<file path="config.mk">
export PLATFORM = sky130hd
export DESIGN_NAME = q6k_block_dequantizer_flat
export DESIGN_NICKNAME = d
export VERILOG_FILES = /design/src/sv/q6k_pkg.sv /design/src/sv/q6k_stream_if.sv /design/src/sv/q6k_block_dequantizer.sv /design/src/sv/q6k_ram.sv /design/src/sv/q6k_front.sv /design/src/sv/q6k_back.sv /design/src/flat_wrapper.sv
export SDC_FILE = /design/constraint.sdc
export NUM_CORES = 2
export LEC_CHECK = 0
export BUFFER_PORTS_ARGS = -buffer_cell sky130_fd_sc_hd__buf_2
export CAP_MARGIN = 30
export CORE_UTILIZATION = 30
export DETAILED_ROUTE_END_ITERATION = 12
export GPL_TIMING_DRIVEN = 1
export SYNTH_ARGS = -nofsm -noshare
export SYNTH_HDL_FRONTEND = slang
export SYNTH_SLANG_ARGS = --single-unit
export TNS_END_PERCENT = 100
</file>
<file path="constraint.sdc">
create_clock -name clock -period 18.4 [get_ports clock]
set_input_delay 1.84 -clock clock [delete_from_list [all_inputs] [get_ports clock]]
set_output_delay 1.84 -clock clock [all_outputs]
set_load 0.1 [all_outputs]
</file>
<file path="src/sv/q6k_pkg.sv">
// Package with shared types, codes and helpers for the Q6_K block dequantizer.
`timescale 1ns / 1ps
package q6k_pkg;

   typedef enum logic [2:0] {
      FUNC_LOW   = 3'd0,
      FUNC_HIGH  = 3'd1,
      FUNC_SCALE = 3'd2,
      FUNC_D     = 3'd3,
      FUNC_EMIT  = 3'd4
   } func_type;

   typedef struct packed {
      logic [2:0]  func;
      logic [6:0]  index;
      logic [15:0] value;
   } req_type;

   typedef struct packed {
      logic [31:0] value_bits;
      logic [7:0]  element;
      logic        last_in_run;
   } rsp_type;

   // Command queued between the front end and the emit engine.
   typedef struct packed {
      logic [1:0] quarter;
   } cmd_type;

   localparam int QDEPTH = 2;

   // fp16 to binary32 widening, exact.
   function automatic logic [31:0] half_to_single(input logic [15:0] hv);
      logic [4:0]  ex;
      logic [9:0]  man;
      logic [31:0] r;
      logic [7:0]  e32;
      logic [10:0] m;
      ex  = hv[14:10];
      man = hv[9:0];
      r   = {hv[15], 31'd0};
      e32 = 8'd113;
      m   = {1'b0, man};
      if (ex == 5'd0) begin
         if (man != 10'd0) begin
            for (int i = 0; i < 10; i++) begin
               if (!m[10]) begin
                  m   = m << 1;
                  e32 = e32 - 8'd1;
               end
            end
            r = {hv[15], e32, m[9:0], 13'd0};
         end
      end else if (ex == 5'd31) begin
         r = {hv[15], 8'hFF, man, 13'd0};
      end else begin
         r = {hv[15], 8'(ex) + 8'd112, man, 13'd0};
      end
      return r;
   endfunction

endpackage

</file>
<file path="src/sv/q6k_stream_if.sv">
// Valid/ready channel interface carrying a generic payload.
`timescale 1ns / 1ps
interface q6k_stream_if #(parameter type payload_type = logic) (input logic clock);
   logic        valid;
   logic        ready;
   payload_type payload;
   modport source (output valid, output payload, input ready);
   modport sink   (input valid, input payload, output ready);
endinterface

</file>
<file path="src/sv/q6k_block_dequantizer.sv">
// Top level of the Q6_K block dequantizer.
//
// req carries one item per transfer: a byte load into the low, high-bit or
// scale store, a block scale load, or an emit of one quarter of the block.
// Loads give no result; the front end keeps taking them while the back
// end works. An emit is queued (two deep) and the back end then streams
// 64 results on rsp, one per cycle while rsp is ready, with element
// position and a last flag on the 64th. Unless stalled, the back end reads
// the byte stores one element per cycle; it takes the next command from
// the queue only once it has issued the last element of the current one.
// When rsp stalls the back-end pipeline holds; the queue fills and then req
// ready drops. Reset clears the queue and pipeline; stores hold no reset
// value and must be loaded before an emit reads them. Loads that overwrite
// a store while an emit of it is queued change its output, so the host
// waits for the last result before reloading.
`timescale 1ns / 1ps
module q6k_block_dequantizer import q6k_pkg::*; (
   input logic clock,
   input logic reset,
   q6k_stream_if.sink   req,
   q6k_stream_if.source rsp
);
   logic low_we, high_we, sc_we, cmd_valid, cmd_take;
   logic [6:0] wr_addr, low_addr;
   logic [7:0] wr_data, low_data, high_data, sc_data;
   logic [5:0] high_addr;
   logic [3:0] sc_addr;
   logic [15:0] d_bits;
   cmd_type cmd;

   q6k_front u_front (
      .clock, .reset, .req, .low_we, .high_we, .sc_we, .wr_addr, .wr_data,
      .d_bits, .cmd_valid, .cmd, .cmd_take
   );

   q6k_ram #(.WIDTH(8), .DEPTH(128)) u_low (
      .clock, .wr_en(low_we), .wr_addr(wr_addr), .wr_data(wr_data),
      .rd_addr(low_addr), .rd_data(low_data)
   );
   q6k_ram #(.WIDTH(8), .DEPTH(64)) u_high (
      .clock, .wr_en(high_we), .wr_addr(wr_addr[5:0]), .wr_data(wr_data),
      .rd_addr(high_addr), .rd_data(high_data)
   );
   q6k_ram #(.WIDTH(8), .DEPTH(16)) u_sc (
      .clock, .wr_en(sc_we), .wr_addr(wr_addr[3:0]), .wr_data(wr_data),
      .rd_addr(sc_addr), .rd_data(sc_data)
   );

   q6k_back u_back (
      .clock, .reset, .cmd_valid, .cmd, .cmd_take, .d_bits, .low_addr,
      .high_addr, .sc_addr, .low_data, .high_data, .sc_data, .rsp
   );

   a_take_needs_cmd: assert property (@(posedge clock) disable iff (reset)
      cmd_take |-> cmd_valid) else $error("command taken from empty queue");
   a_last_pos: assert property (@(posedge clock) disable iff (reset)
      rsp.valid && rsp.payload.last_in_run |-> rsp.payload.element[5:0] == 6'd63)
      else $error("last flag off the 64th element");
   a_hold: assert property (@(posedge clock) disable iff (reset)
      rsp.valid && !rsp.ready |=> rsp.valid && $stable(rsp.payload))
      else $error("result changed while stalled");
endmodule

</file>
<file path="src/sv/q6k_ram.sv">
// Generic single-write, single-read RAM with registered read data.
`timescale 1ns / 1ps
module q6k_ram #(
   parameter int WIDTH = 8,
   parameter int DEPTH = 16
) (
   input  logic                     clock,
   input  logic                     wr_en,
   input  logic [$clog2(DEPTH)-1:0] wr_addr,
   input  logic [WIDTH-1:0]         wr_data,
   input  logic [$clog2(DEPTH)-1:0] rd_addr,
   output logic [WIDTH-1:0]         rd_data
);
   logic [WIDTH-1:0] mem_ff [DEPTH];
   always_ff @(posedge clock) begin
      if (wr_en) mem_ff[wr_addr] <= wr_data;
      rd_data <= mem_ff[rd_addr];
   end
endmodule

</file>
<file path="src/sv/q6k_front.sv">
// Front end: accepts items, writes the stores and queues emit commands.
`timescale 1ns / 1ps
module q6k_front import q6k_pkg::*; (
   input  logic       clock,
   input  logic       reset,
   q6k_stream_if.sink req,
   output logic       low_we,
   output logic       high_we,
   output logic       sc_we,
   output logic [6:0] wr_addr,
   output logic [7:0] wr_data,
   output logic [15:0] d_bits,
   output logic       cmd_valid,
   output cmd_type    cmd,
   input  logic       cmd_take
);
   cmd_type   q_ff [QDEPTH];
   logic      wp_ff, wp_in, rp_ff, rp_in;
   logic [1:0] cnt_ff, cnt_in;
   logic [15:0] d_ff;
   logic      fire, push;

   assign req.ready = (cnt_ff != 2'(QDEPTH));
   assign fire      = req.valid && req.ready;
   assign push      = fire && (func_type'(req.payload.func) == FUNC_EMIT)
                      && (req.payload.index[6:2] == 5'd0);
   assign low_we    = fire && (func_type'(req.payload.func) == FUNC_LOW);
   assign high_we   = fire && (func_type'(req.payload.func) == FUNC_HIGH)
                      && !req.payload.index[6];
   assign sc_we     = fire && (func_type'(req.payload.func) == FUNC_SCALE)
                      && (req.payload.index[6:4] == 3'd0);
   assign wr_addr   = req.payload.index;
   assign wr_data   = req.payload.value[7:0];
   assign d_bits    = d_ff;
   assign cmd_valid = (cnt_ff != 2'd0);
   assign cmd       = q_ff[rp_ff];

   assign wp_in  = push ? ~wp_ff : wp_ff;
   assign rp_in  = cmd_take ? ~rp_ff : rp_ff;
   assign cnt_in = cnt_ff + 2'(push) - 2'(cmd_take);

   always_ff @(posedge clock) begin
      if (reset) begin
         wp_ff  <= 1'b0;
         rp_ff  <= 1'b0;
         cnt_ff <= 2'd0;
      end else begin
         wp_ff  <= wp_in;
         rp_ff  <= rp_in;
         cnt_ff <= cnt_in;
      end
      if (push) q_ff[wp_ff].quarter <= req.payload.index[1:0];
      if (fire && func_type'(req.payload.func) == FUNC_D) d_ff <= req.payload.value;
   end
endmodule

</file>
<file path="src/sv/q6k_back.sv">
// Back end: walks 64 elements per command and forms each binary32 value.
`timescale 1ns / 1ps
module q6k_back import q6k_pkg::*; (
   input  logic        clock,
   input  logic        reset,
   input  logic        cmd_valid,
   input  cmd_type     cmd,
   output logic        cmd_take,
   input  logic [15:0] d_bits,
   output logic [6:0]  low_addr,
   output logic [5:0]  high_addr,
   output logic [3:0]  sc_addr,
   input  logic [7:0]  low_data,
   input  logic [7:0]  high_data,
   input  logic [7:0]  sc_data,
   q6k_stream_if.source rsp
);
   // Stage 0 issues reads; stage 1 holds data; stage 2 multiplies; output register.
   logic       busy_ff, busy_in;
   logic [7:0] e_ff, e_in;
   logic       v1_ff, v2_ff, vo_ff;
   logic [7:0] e1_ff, e2_ff;
   logic [7:0] ea;
   logic       adv, issue;
   logic [1:0] g1;
   logic [3:0] nib;
   logic [1:0] hb;
   logic signed [6:0] q;
   logic signed [7:0] sc;
   logic signed [14:0] p_in, p2_ff;
   logic       ps_in, ps2_ff;
   logic [31:0] db, db2_ff;
   rsp_type    out_ff, out_in;
   logic [14:0] mag;
   logic [4:0] lz;
   logic [31:0] res;

   // The pipeline advances whenever the output slot is free or being taken.
   assign adv   = !vo_ff || rsp.ready;
   assign issue = busy_ff && adv;
   assign cmd_take = !busy_ff && cmd_valid;

   // While the pipeline holds, the stores are read again at the stage 1 element
   // so that the registered read data stays with it.
   assign ea        = adv ? e_ff : e1_ff;
   assign low_addr  = {ea[7], ea[5], ea[4:0]};
   assign high_addr = {ea[7], ea[4:0]};
   assign sc_addr   = {ea[7], ea[6:5], ea[4]};

   always_comb begin
      busy_in = busy_ff;
      e_in    = e_ff;
      if (cmd_take) begin
         busy_in = 1'b1;
         e_in    = {cmd.quarter, 6'd0};
      end else if (issue) begin
         e_in = e_ff + 8'd1;
         if (e_ff[5:0] == 6'd63) busy_in = 1'b0;
      end
   end

   assign g1  = e1_ff[6:5];
   assign nib = g1[1] ? low_data[7:4] : low_data[3:0];
   assign hb  = 2'(high_data >> {g1, 1'b0});
   assign q   = $signed({1'b0, hb, nib}) - 7'sd32;
   assign sc  = $signed(sc_data);
   assign p_in = 15'(sc) * 15'(q);
   assign ps_in = sc[7] ^ q[6];
   assign db  = half_to_single(d_bits);

   // Convert integer product to float and scale by d (product exact in 24 bits).
   always_comb begin
      logic [25:0] prod;
      logic [8:0]  ex;
      logic        s;
      logic [15:0] tmp;
      mag = p2_ff[14] ? 15'(-p2_ff) : 15'(p2_ff);
      s   = db2_ff[31] ^ ps2_ff;
      lz  = 5'd0;
      for (int i = 14; i >= 0; i--) if (mag[i] && lz == 5'd0) lz = 5'(15 - i);
      res  = {s, 31'd0};
      prod = 26'd0;
      ex   = 9'd0;
      tmp  = 16'd0;
      if (db2_ff[30:23] == 8'hFF) begin
         if (db2_ff[22:0] != 23'd0) res = db2_ff | 32'h0040_0000;
         else if (mag == 15'd0) res = 32'h7FC0_0000;
         else res = {s, 8'hFF, 23'd0};
      end else if (mag != 15'd0 && db2_ff[30:0] != 31'd0) begin
         // d is normal here (fp16 values are normal in binary32).
         tmp  = 16'(mag) << (lz - 5'd1);
         // product of 11-bit d mantissa and normalized 15-bit magnitude
         prod = 26'({1'b1, db2_ff[22:13]}) * 26'(tmp[14:0]);
         ex   = 9'(db2_ff[30:23]) + 9'd15 - 9'(lz);
         if (prod[25]) res = {s, ex[7:0] + 8'd1, prod[24:2]};
         else          res = {s, ex[7:0], prod[23:1]};
      end
   end

   always_comb begin
      out_in = out_ff;
      if (v2_ff) begin
         out_in.value_bits  = res;
         out_in.element     = e2_ff;
         out_in.last_in_run = (e2_ff[5:0] == 6'd63);
      end
   end

   assign rsp.valid   = vo_ff;
   assign rsp.payload = out_ff;

   always_ff @(posedge clock) begin
      if (reset) begin
         busy_ff <= 1'b0;
         e_ff    <= 8'd0;
         v1_ff   <= 1'b0;
         v2_ff   <= 1'b0;
         vo_ff   <= 1'b0;
      end else begin
         busy_ff <= busy_in;
         e_ff    <= e_in;
         if (adv) begin
            v1_ff <= issue;
            v2_ff <= v1_ff;
            vo_ff <= v2_ff;
         end
      end
      if (adv) begin
         e1_ff  <= e_ff;
         e2_ff  <= e1_ff;
         p2_ff  <= p_in;
         ps2_ff <= ps_in;
         db2_ff <= db;
         out_ff <= out_in;
      end
   end
endmodule

</file>
<file path="src/flat_wrapper.sv">
// flat-port wrapper written by rule: the top's interface ports become plain ports
module q6k_block_dequantizer_flat import q6k_pkg::*;
  (clock, reset, req_valid, req_payload, req_ready, rsp_valid, rsp_payload, rsp_ready);
  q6k_stream_if #(.payload_type(req_type)) req_i (.clock(clock));
  q6k_stream_if #(.payload_type(rsp_type)) rsp_i (.clock(clock));
  input logic clock;
  input logic reset;
  input wire logic [$bits(req_i.valid)-1:0] req_valid;
  input wire logic [$bits(req_i.payload)-1:0] req_payload;
  output wire logic [$bits(req_i.ready)-1:0] req_ready;
  output wire logic [$bits(rsp_i.valid)-1:0] rsp_valid;
  output wire logic [$bits(rsp_i.payload)-1:0] rsp_payload;
  input wire logic [$bits(rsp_i.ready)-1:0] rsp_ready;
  assign req_i.valid = req_valid;
  assign req_i.payload = req_payload;
  assign req_ready = req_i.ready;
  assign rsp_valid = rsp_i.valid;
  assign rsp_payload = rsp_i.payload;
  assign rsp_i.ready = rsp_ready;
  q6k_block_dequantizer u_core (.clock(clock), .reset(reset), .req(req_i), .rsp(rsp_i));
endmodule
</file>
# ---- Yosys cells after proc, flatten, opt, wreduce, memory -nomap -nowiden
# Memory sizes are Yosys's and may differ from the RTL's. A register that Yosys moved wholly into a read port is not among the register bits.
# Index checks and enable logic that the tools add are counted.
dict set report totals {
  reg_bits 137
  latchBits 0
  mem_bits_rw 1668
  mem_bits_ro 0
  inputBits 30
  output_inout_bits 43
  elab_cells 212
  mem_count 4
}
# memory depth width read_ports rd_clocked_by_memory_dff write_ports line
set mem_list {}
lappend mem_list {u_core.u_low.mem_ff 128 8 1 1 1 q6k_ram.sv:14} ;# logic [WIDTH-1:0] mem_ff [DEPTH];
lappend mem_list {u_core.u_high.mem_ff 64 8 1 1 1 q6k_ram.sv:14}
lappend mem_list {u_core.u_sc.mem_ff 16 8 1 1 1 q6k_ram.sv:14}
lappend mem_list {u_core.u_front.q_ff 2 2 1 1 1 q6k_front.sv:17} ;# cmd_type q_ff [QDEPTH];
dict set report op_classes {
  addsub 19
  mul 2
  n_div 0
  order_cmp 0
  eq_ne 9
  n_shift 2
  n_mux 95
  n_bitwise 4
  n_reduce_logical 59
}
# op n
set op_table {}
lappend op_table {{$mux 11} 26}
lappend op_table {{$mux 8} 30}
lappend op_table {{$mux 31} 5}
lappend op_table {{$mux 32} 3}
lappend op_table {{$logic_not 5->1} 16}
lappend op_table {{$sub 8x1->8 const B} 9}
lappend op_table {{$mux 5} 14}
lappend op_table {{$reduce_bool 31->1} 1}
lappend op_table {{$logic_and 1x1->1} 26}
lappend op_table {{$mul 11x15->26} 1}
lappend op_table {{$reduce_bool 23->1} 1}
lappend op_table {{$add 8x1->8 const B} 2}
lappend op_table {{$logic_not 15->1} 1}
lappend op_table {{$mul 8x7->15} 1}
lappend op_table {{$mux 15} 1}
lappend op_table {{$neg 15->15} 1}
lappend op_table {{$reduce_bool 15->1} 1}
lappend op_table {{$shl 15x5->15} 1}
lappend op_table {{$mux 1} 14}
lappend op_table {{$eq 6x6->1 const B} 2}
lappend op_table {{$mux 10} 1}
lappend op_table {{$reduce_bool 10->1} 1}
lappend op_table {{$add 5x7->8 const B} 1}
lappend op_table {{$add 8x4->8 const B} 1}
lappend op_table {{other kinds (21)} 30}

# ---- Longest topological paths before layout
dict set report depth {
  ltp_word 51
  depth_mapped 44
  depth_no_buf 39
}

# ---- Modules after synthesis
# Synthesis repeated with hierarchy kept, for this count alone.
dict set report unflattened {
  cells_unflattened 4501
  area_unflattened_um2 80704.9
}
# mod n_inst cells_per_inst area_each_um2 seq_area_each_um2
set modules_own_cells {}
lappend modules_own_cells {{q6k_ram at u_core.u_low} 1 1635 39665.5 30909.6}
lappend modules_own_cells {{q6k_ram at u_core.u_high} 1 940 20166.8 15534.9}
lappend modules_own_cells {q6k_back 1 1625 14697.8 2922.8}
lappend modules_own_cells {{q6k_ram at u_core.u_sc} 1 229 5147.4 4003.8}
lappend modules_own_cells {q6k_front 1 72 1027.2 700.7}

# ---- Least setup slack after synthesis
# Ideal clock, no wire load.
dict set report synth_path {
  kind {reg-to-reg}
  from {register u_core.u_back.p2_ff[0]}
  to {register u_core.u_back.out_ff (netlist bit u_core.u_back.rsp.payload[10]) (data pin)}
  setup_time_ps 266
  arrival_ps 9975
  required_ps 18134
  setup_slack_ps 8159
  stages_incl_launch_ff 41
  path_buffers 4
  synth_period_minus_slack_ps 10241
  path_cell_list {edfxtp_1 > inv_1 > ha_1 > or4b_4 > o41ai_2 > xor2_1 > nand2_1 > or4_4 > o21a_1 > a31o_2 > inv_1 > ha_1 > clkbuf_1 > nand2_1 > o21ai_0 > o21ai_0 > o22ai_1 > o21ai_0 > [... 5 more ...] > fa_1 > fa_1 > inv_1 > fa_1 > inv_1 > ha_1 > o21a_1 > o21ai_0 > a31oi_1 > o21ai_0 > a21oi_1 > o41a_1 > a31o_2 > a311oi_1 > clkbuf_1 > clkbuf_1 > mux2i_1 > nor2_1}
}
dict set report synth_between {
  elab_chain_len 51
  word_cells_on_any_way 53
  cone_classes {add/sub (2); mul (1); shift (1); mux (19); reduce/logical (30)}
}
# item line
set synth_lines {}
lappend synth_lines {{start: declaration} q6k_back.sv:30} ;# logic signed [14:0] p_in, p2_ff;
lappend synth_lines {{start signal: assignment} q6k_back.sv:131} ;# p2_ff <= p_in;
lappend synth_lines {{$neg 15->15} q6k_back.sv:77} ;# mag = p2_ff[14] ? 15'(-p2_ff) : 15'(p2_ff);
lappend synth_lines {{$mux 15 (*)} q6k_back.sv:77}
lappend synth_lines {{$mux 1} q6k_back.sv:80} ;# for (int i = 14; i >= 0; i--) if (mag[i] && lz == 5'd0) lz = 5'(15 - i);
lappend synth_lines {{$logic_not 5->1} q6k_back.sv:80}
lappend synth_lines {{$logic_and 1x1->1} q6k_back.sv:80}
lappend synth_lines {{$mux 5} q6k_back.sv:80}
lappend synth_lines {{$logic_not 5->1} q6k_back.sv:80}
lappend synth_lines {{$logic_and 1x1->1} q6k_back.sv:80}
lappend synth_lines {{[... 35 more ...]} -}
lappend synth_lines {{$logic_and 1x1->1} q6k_back.sv:80}
lappend synth_lines {{$mux 5} q6k_back.sv:80}
lappend synth_lines {{$sub 5x1->5} q6k_back.sv:91} ;# tmp = 16'(mag) << (lz - 5'd1);
lappend synth_lines {{$shl 15x5->15} q6k_back.sv:91}
lappend synth_lines {{$mul 11x15->26} q6k_back.sv:93} ;# prod = 26'({1'b1, db2_ff[22:13]}) * 26'(tmp[14:0]);
lappend synth_lines {{$mux 31} q6k_back.sv:95} ;# if (prod[25]) res = {s, ex[7:0] + 8'd1, prod[24:2]};
lappend synth_lines {{$mux 31 (*)} q6k_back.sv:89} ;# end else if (mag != 15'd0 && db2_ff[30:0] != 31'd0) begin
lappend synth_lines {{$mux 32 (*)} q6k_back.sv:85} ;# if (db2_ff[30:23] == 8'hFF) begin
lappend synth_lines {{end signal: assignment} q6k_back.sv:134} ;# out_ff <= out_in;
lappend synth_lines {{end: declaration} q6k_back.sv:33} ;# rsp_type out_ff, out_in;
# Every way passes the cells marked *; elsewhere a longest branch is shown, timed or not.
# A chain may end at the register's enable or synchronous reset.

# ---- Final worst setup path
dict set report layout_path {
  from {register u_core.u_back.p2_ff[0]}
  to {register u_core.u_back.out_ff (netlist bit u_core.u_back.rsp.payload[36]) (data pin)}
}
dict set report layout_between {
  elab_chain_len 51
  word_cells_on_any_way 55
  cone_classes {add/sub (4); mul (1); shift (1); mux (19); reduce/logical (30)}
}
# item line
set layout_lines {}
lappend layout_lines {{$neg 15->15} q6k_back.sv:77}
lappend layout_lines {{$mux 15 (*)} q6k_back.sv:77}
lappend layout_lines {{$mux 1} q6k_back.sv:80}
lappend layout_lines {{$logic_not 5->1} q6k_back.sv:80}
lappend layout_lines {{$logic_and 1x1->1} q6k_back.sv:80}
lappend layout_lines {{$mux 5} q6k_back.sv:80}
lappend layout_lines {{$logic_not 5->1} q6k_back.sv:80}
lappend layout_lines {{$logic_and 1x1->1} q6k_back.sv:80}
lappend layout_lines {{[... 36 more ...]} -}
lappend layout_lines {{$mux 5} q6k_back.sv:80}
lappend layout_lines {{$sub 5x1->5} q6k_back.sv:91}
lappend layout_lines {{$shl 15x5->15} q6k_back.sv:91}
lappend layout_lines {{$mul 11x15->26} q6k_back.sv:93}
lappend layout_lines {{$mux 31} q6k_back.sv:95}
lappend layout_lines {{$mux 31 (*)} q6k_back.sv:89}
lappend layout_lines {{$mux 32 (*)} q6k_back.sv:85}
lappend layout_lines {{named net u_core.u_back.res[27]} q6k_back.sv:36} ;# logic [31:0] res;
# The timed path passes the listed nets; every way through them passes the cells marked *.

==> impl_metrics.ini <==
[run_status]
run_status = complete, no violations

[sta]
fin_setup_tns_ps = 0
finalWorstPathRequiredPeriod_ps = 12380
worstMarginPinSlew_ps = 1057
final.setup_skew_ps = 70.09
portion_of_the_clock_cycle_consumed_by_the_worst_path_in_the_final_layout = 0.6729
finalHoldViolCount = 0
maxSlewHeadroom = 0.2927
fmax_mhz = 80.77
slew_violations = 0
rsz_0062_raised_after_global_routing = no
timing.final.setup_violations = 0

[setup_path]
r2r_slack_ps = 6020
crit_required_ps = 18920
cp_slowest_cell = sky130_fd_sc_hd__nor2_1
worst_path_dominant_cell_family = adder cells
cp_data_arrival_time_ps = 12900
rr_startpoint = u_core.u_back.p2_ff[0]$_DFFE_PN_
crit_path_largest_cell_delay_ps = 710
criticalPathCategory = reg -> reg
cp-end-kind = flop
r2r_cells = 39
regToRegEndpoint = u_core.u_back.rsp.payload[36]$_DFFE_PP_
worstPathMaxFanout = 40
kind_of_start_point_of_the_critical_path = flop
crit_buf_inv = 7

[synthesis]
postSynthNetCount = 7229
synthMostInstantiatedCell = sky130_fd_sc_hd__nand2_1
synth-warning-count = 0
postSynthCellCount = 6914
synth_seq_cells = 1817
synthesis.area_per_instance_um2 = 11.89
synth_edf_count = 1768
syn-cell-area_mm2 = 0.08222
commonest_cells_post_synth = sky130_fd_sc_hd__nand2_1, sky130_fd_sc_hd__edfxtp_1, sky130_fd_sc_hd__nand3_1, sky130_fd_sc_hd__clkbuf_1, sky130_fd_sc_hd__nor2_1
synth_async_sr_flop_share = 0
ys_seq_area_frac = 0.6577
synth_top_flop_cell = sky130_fd_sc_hd__edfxtp_1
synth.largest_area_cell = sky130_fd_sc_hd__edfxtp_1
synth_largest_type_area_fraction = 0.6457
yosys.cell_types.count = 82
ys_top_cells_by_area = sky130_fd_sc_hd__edfxtp_1, sky130_fd_sc_hd__nand2_1, sky130_fd_sc_hd__nand3_1, sky130_fd_sc_hd__fa_1, sky130_fd_sc_hd__a311oi_1

[grt]
overall_overflow_remaining_after_global_route = 0
grt_antenna_before_repair = 11
first_pass_grt_wire_length_um = 325600
grt_usage = 0.1519
grt_pass1_vias = 52150
grt_max_degree = 176

[die]
ios = 73
area_of_the_core_region_mm2 = 0.2717
die_w_um = 525.5
vertical_die_dimension_um = 525.5
fp-row-count = 191
fp.dieArea_mm2 = 0.2762
start_util = 0.3026

[clock_tree]
clk_path_buf_depth = 3
clock_tree.htree_level_count = 4
insertion_delay_ps = 850
cts_tree = yes
cts.sink_count = 1817
clock-root-buffer = sky130_fd_sc_hd__clkbuf_16
cts-resized-gates = 0
post_cts_hold_buffers = 0
post_cts_buffers = 0
clkSlewWorstSetupHoldPaths_ps = 60
cts_made_buffers = 183

[worst_hold_path]
timing.hold.worst_path_depth = 0
holdCritStartpoint = u_core.u_back.e2_ff[7]$_DFFE_PN_
hold_end = u_core.u_back.rsp.payload[8]$_DFFE_PP_
hold_path_class = reg -> reg

[route]
postRouteWirelength_um = 216000
detail_route.drc_violations = 0
wire_per_inst_um = 20.49
via_density_per_instance = 5.089
route.antenna.remaining_nets = 0
drt_pass1_iterations = 9
iteration_0_drc_count_of_the_detailed_router = 5387
vias = 53660

[cells_and_area]
drive_above_1_share = 0.06927
finish.net_count = 7137
layout-area-overhead-vs-synth_pct = 12.33

[placed_design]
routabilityCongestion = 0.8593
hpwl_um = 126700
io_buffer_count = 72

[job]
drv_cap = 0
## cells by family (layout without fill, tap and decap cells)
family	after synthesis	in the layout	synth area share
AOI/OAI and AO/OA	605	605	0.05646
buffers and inverters	684	743	0.03179
muxes	58	58	0.007807
adders and majority gates	285	285	0.05816
and+or+nand+nor	3386	3386	0.1794
other	0	1	0
DFF	1817	1817	0.6577
xor gates and xnor gates	79	79	0.008735
## registers in the layout, indices dropped and copies added, names as in the netlist, 4 cells and up, named ones only
register / flops
u_core.u_back.rsp.payload: 41
u_core.u_back.e2_ff: 8
u_core.u_back.e_ff: 8
u_core.u_front.q_ff: 4
u_core.u_low.rd_data: 8
u_core.u_high.mem_ff: 512
u_core.u_sc.mem_ff: 128
u_core.u_back.e1_ff: 8
u_core.u_high.rd_data: 8
u_core.u_sc.rd_data: 8
u_core.u_low.mem_ff: 1024
u_core.u_back.db2_ff: 19
u_core.u_front.d_bits: 16
u_core.u_back.p2_ff: 15
## worst register-to-register path, delay by kind of cell, from the launching register on
family / cells / cell delay [ps]
compound gates: 13 / 2910
xor+xnor: 2 / 470
fa+ha+maj: 8 / 3810
buf+inv: 7 / 1490
flops: 1 / 500
mux: 2 / 460
simple gates: 7 / 2480
## per-layer routing
| layer | up-vias | GRT usage | part of all wire |
|---|---|---|---|
| met3 | 308 | 0.02634 | 0.073 |
| met2 | 1942 | 0.2458 | 0.47 |
| met1 | 26830 | 0.2103 | 0.44 |
| met4 | 4 | 0.03799 | 0.021 |
| met5 | - | 0 | 0.00012 |
| li1 | 24580 | - | - |
## cells in the final DEF (no fill, tap or decap), types with 26 or more instances in the layout
| master | count |
|---|---|
| sky130_fd_sc_hd__nand2_1 | 1848 |
| sky130_fd_sc_hd__ha_1 | 123 |
| sky130_fd_sc_hd__a21oi_1 | 75 |
| sky130_fd_sc_hd__a31oi_1 | 35 |
| sky130_fd_sc_hd__inv_1 | 235 |
| sky130_fd_sc_hd__clkbuf_16 | 185 |
| sky130_fd_sc_hd__mux2i_1 | 38 |
| sky130_fd_sc_hd__buf_2 | 64 |
| sky130_fd_sc_hd__fa_1 | 162 |
| sky130_fd_sc_hd__o21ai_0 | 65 |
| sky130_fd_sc_hd__nor2b_1 | 48 |
| sky130_fd_sc_hd__xnor2_1 | 52 |
| sky130_fd_sc_hd__buf_4 | 81 |
| sky130_fd_sc_hd__clkinv_2 | 35 |
| sky130_fd_sc_hd__a311oi_1 | 299 |
| sky130_fd_sc_hd__and3_1 | 120 |
| sky130_fd_sc_hd__clkinv_1 | 43 |
| sky130_fd_sc_hd__nor2_1 | 315 |
| sky130_fd_sc_hd__nand3_1 | 827 |
| sky130_fd_sc_hd__dfxtp_1 | 49 |
| sky130_fd_sc_hd__nand2b_1 | 26 |
| sky130_fd_sc_hd__clkbuf_1 | 34 |
| sky130_fd_sc_hd__edfxtp_1 | 1768 |
| sky130_fd_sc_hd__nor3_1 | 52 |
| sky130_fd_sc_hd__and2_1 | 89 |
## cell type report
type                       instances  area (um^2)
tap                             3570         4467
inverter                         241        920.9
multi-input combinational       4413        25670
timing repair buffer             166         1320
clock inverter                   108         1023
clock buffer                     228         4881
antenna                            1        2.502
sequential                      1817        54070
fill                           26360       179400
## how the worst max path moves through the flow
stage | start | to | slack, ps | cells after the start
after detailed placement | u_core.u_back.p2_ff[0]$_DFFE_PN_ | u_core.u_back.rsp.payload[36]$_DFFE_PP_ | 6200 | 39
after global placement | u_core.u_back.p2_ff[0]$_DFFE_PN_ | u_core.u_back.rsp.payload[36]$_DFFE_PP_ | 6260 | 39
after global routing | u_core.u_back.p2_ff[0]$_DFFE_PN_ | u_core.u_back.rsp.payload[36]$_DFFE_PP_ | 5340 | 39
after floorplan | u_core.u_back.p2_ff[0]$_DFFE_PN_ | u_core.u_back.rsp.payload[10]$_SDFFCE_PP0P_ | 8160 | 40
after CTS | u_core.u_back.p2_ff[0]$_DFFE_PN_ | u_core.u_back.rsp.payload[36]$_DFFE_PP_ | 6170 | 39
final | u_core.u_back.p2_ff[0]$_DFFE_PN_ | u_core.u_back.rsp.payload[36]$_DFFE_PP_ | 6020 | 39
## metrics by stage
| stage | setup WS (ps) | util | hold slack (ps) | cells | instance area, um^2 |
|---|---|---|---|---|---|
| after floorplan | 8159 | - | 400.3 | 6914 | 82220 |
| after global placement | 6260 | 0.3176 | 408.1 | 10200 | 86290 |
| after detailed placement | 6201 | 0.3178 | 414.4 | 10200 | 86360 |
| after CTS | 6169 | 0.3396 | 437.1 | 10540 | 92260 |
| after global routing | 5336 | 0.3399 | 451.9 | 10540 | 92350 |
| final | 6019 | 0.3399 | 435.1 | 10540 | 92350 |
Power is left out: the tool's default activity adds up to more than one toggle a clock period on the data nets, which glitch-free logic cannot reach.
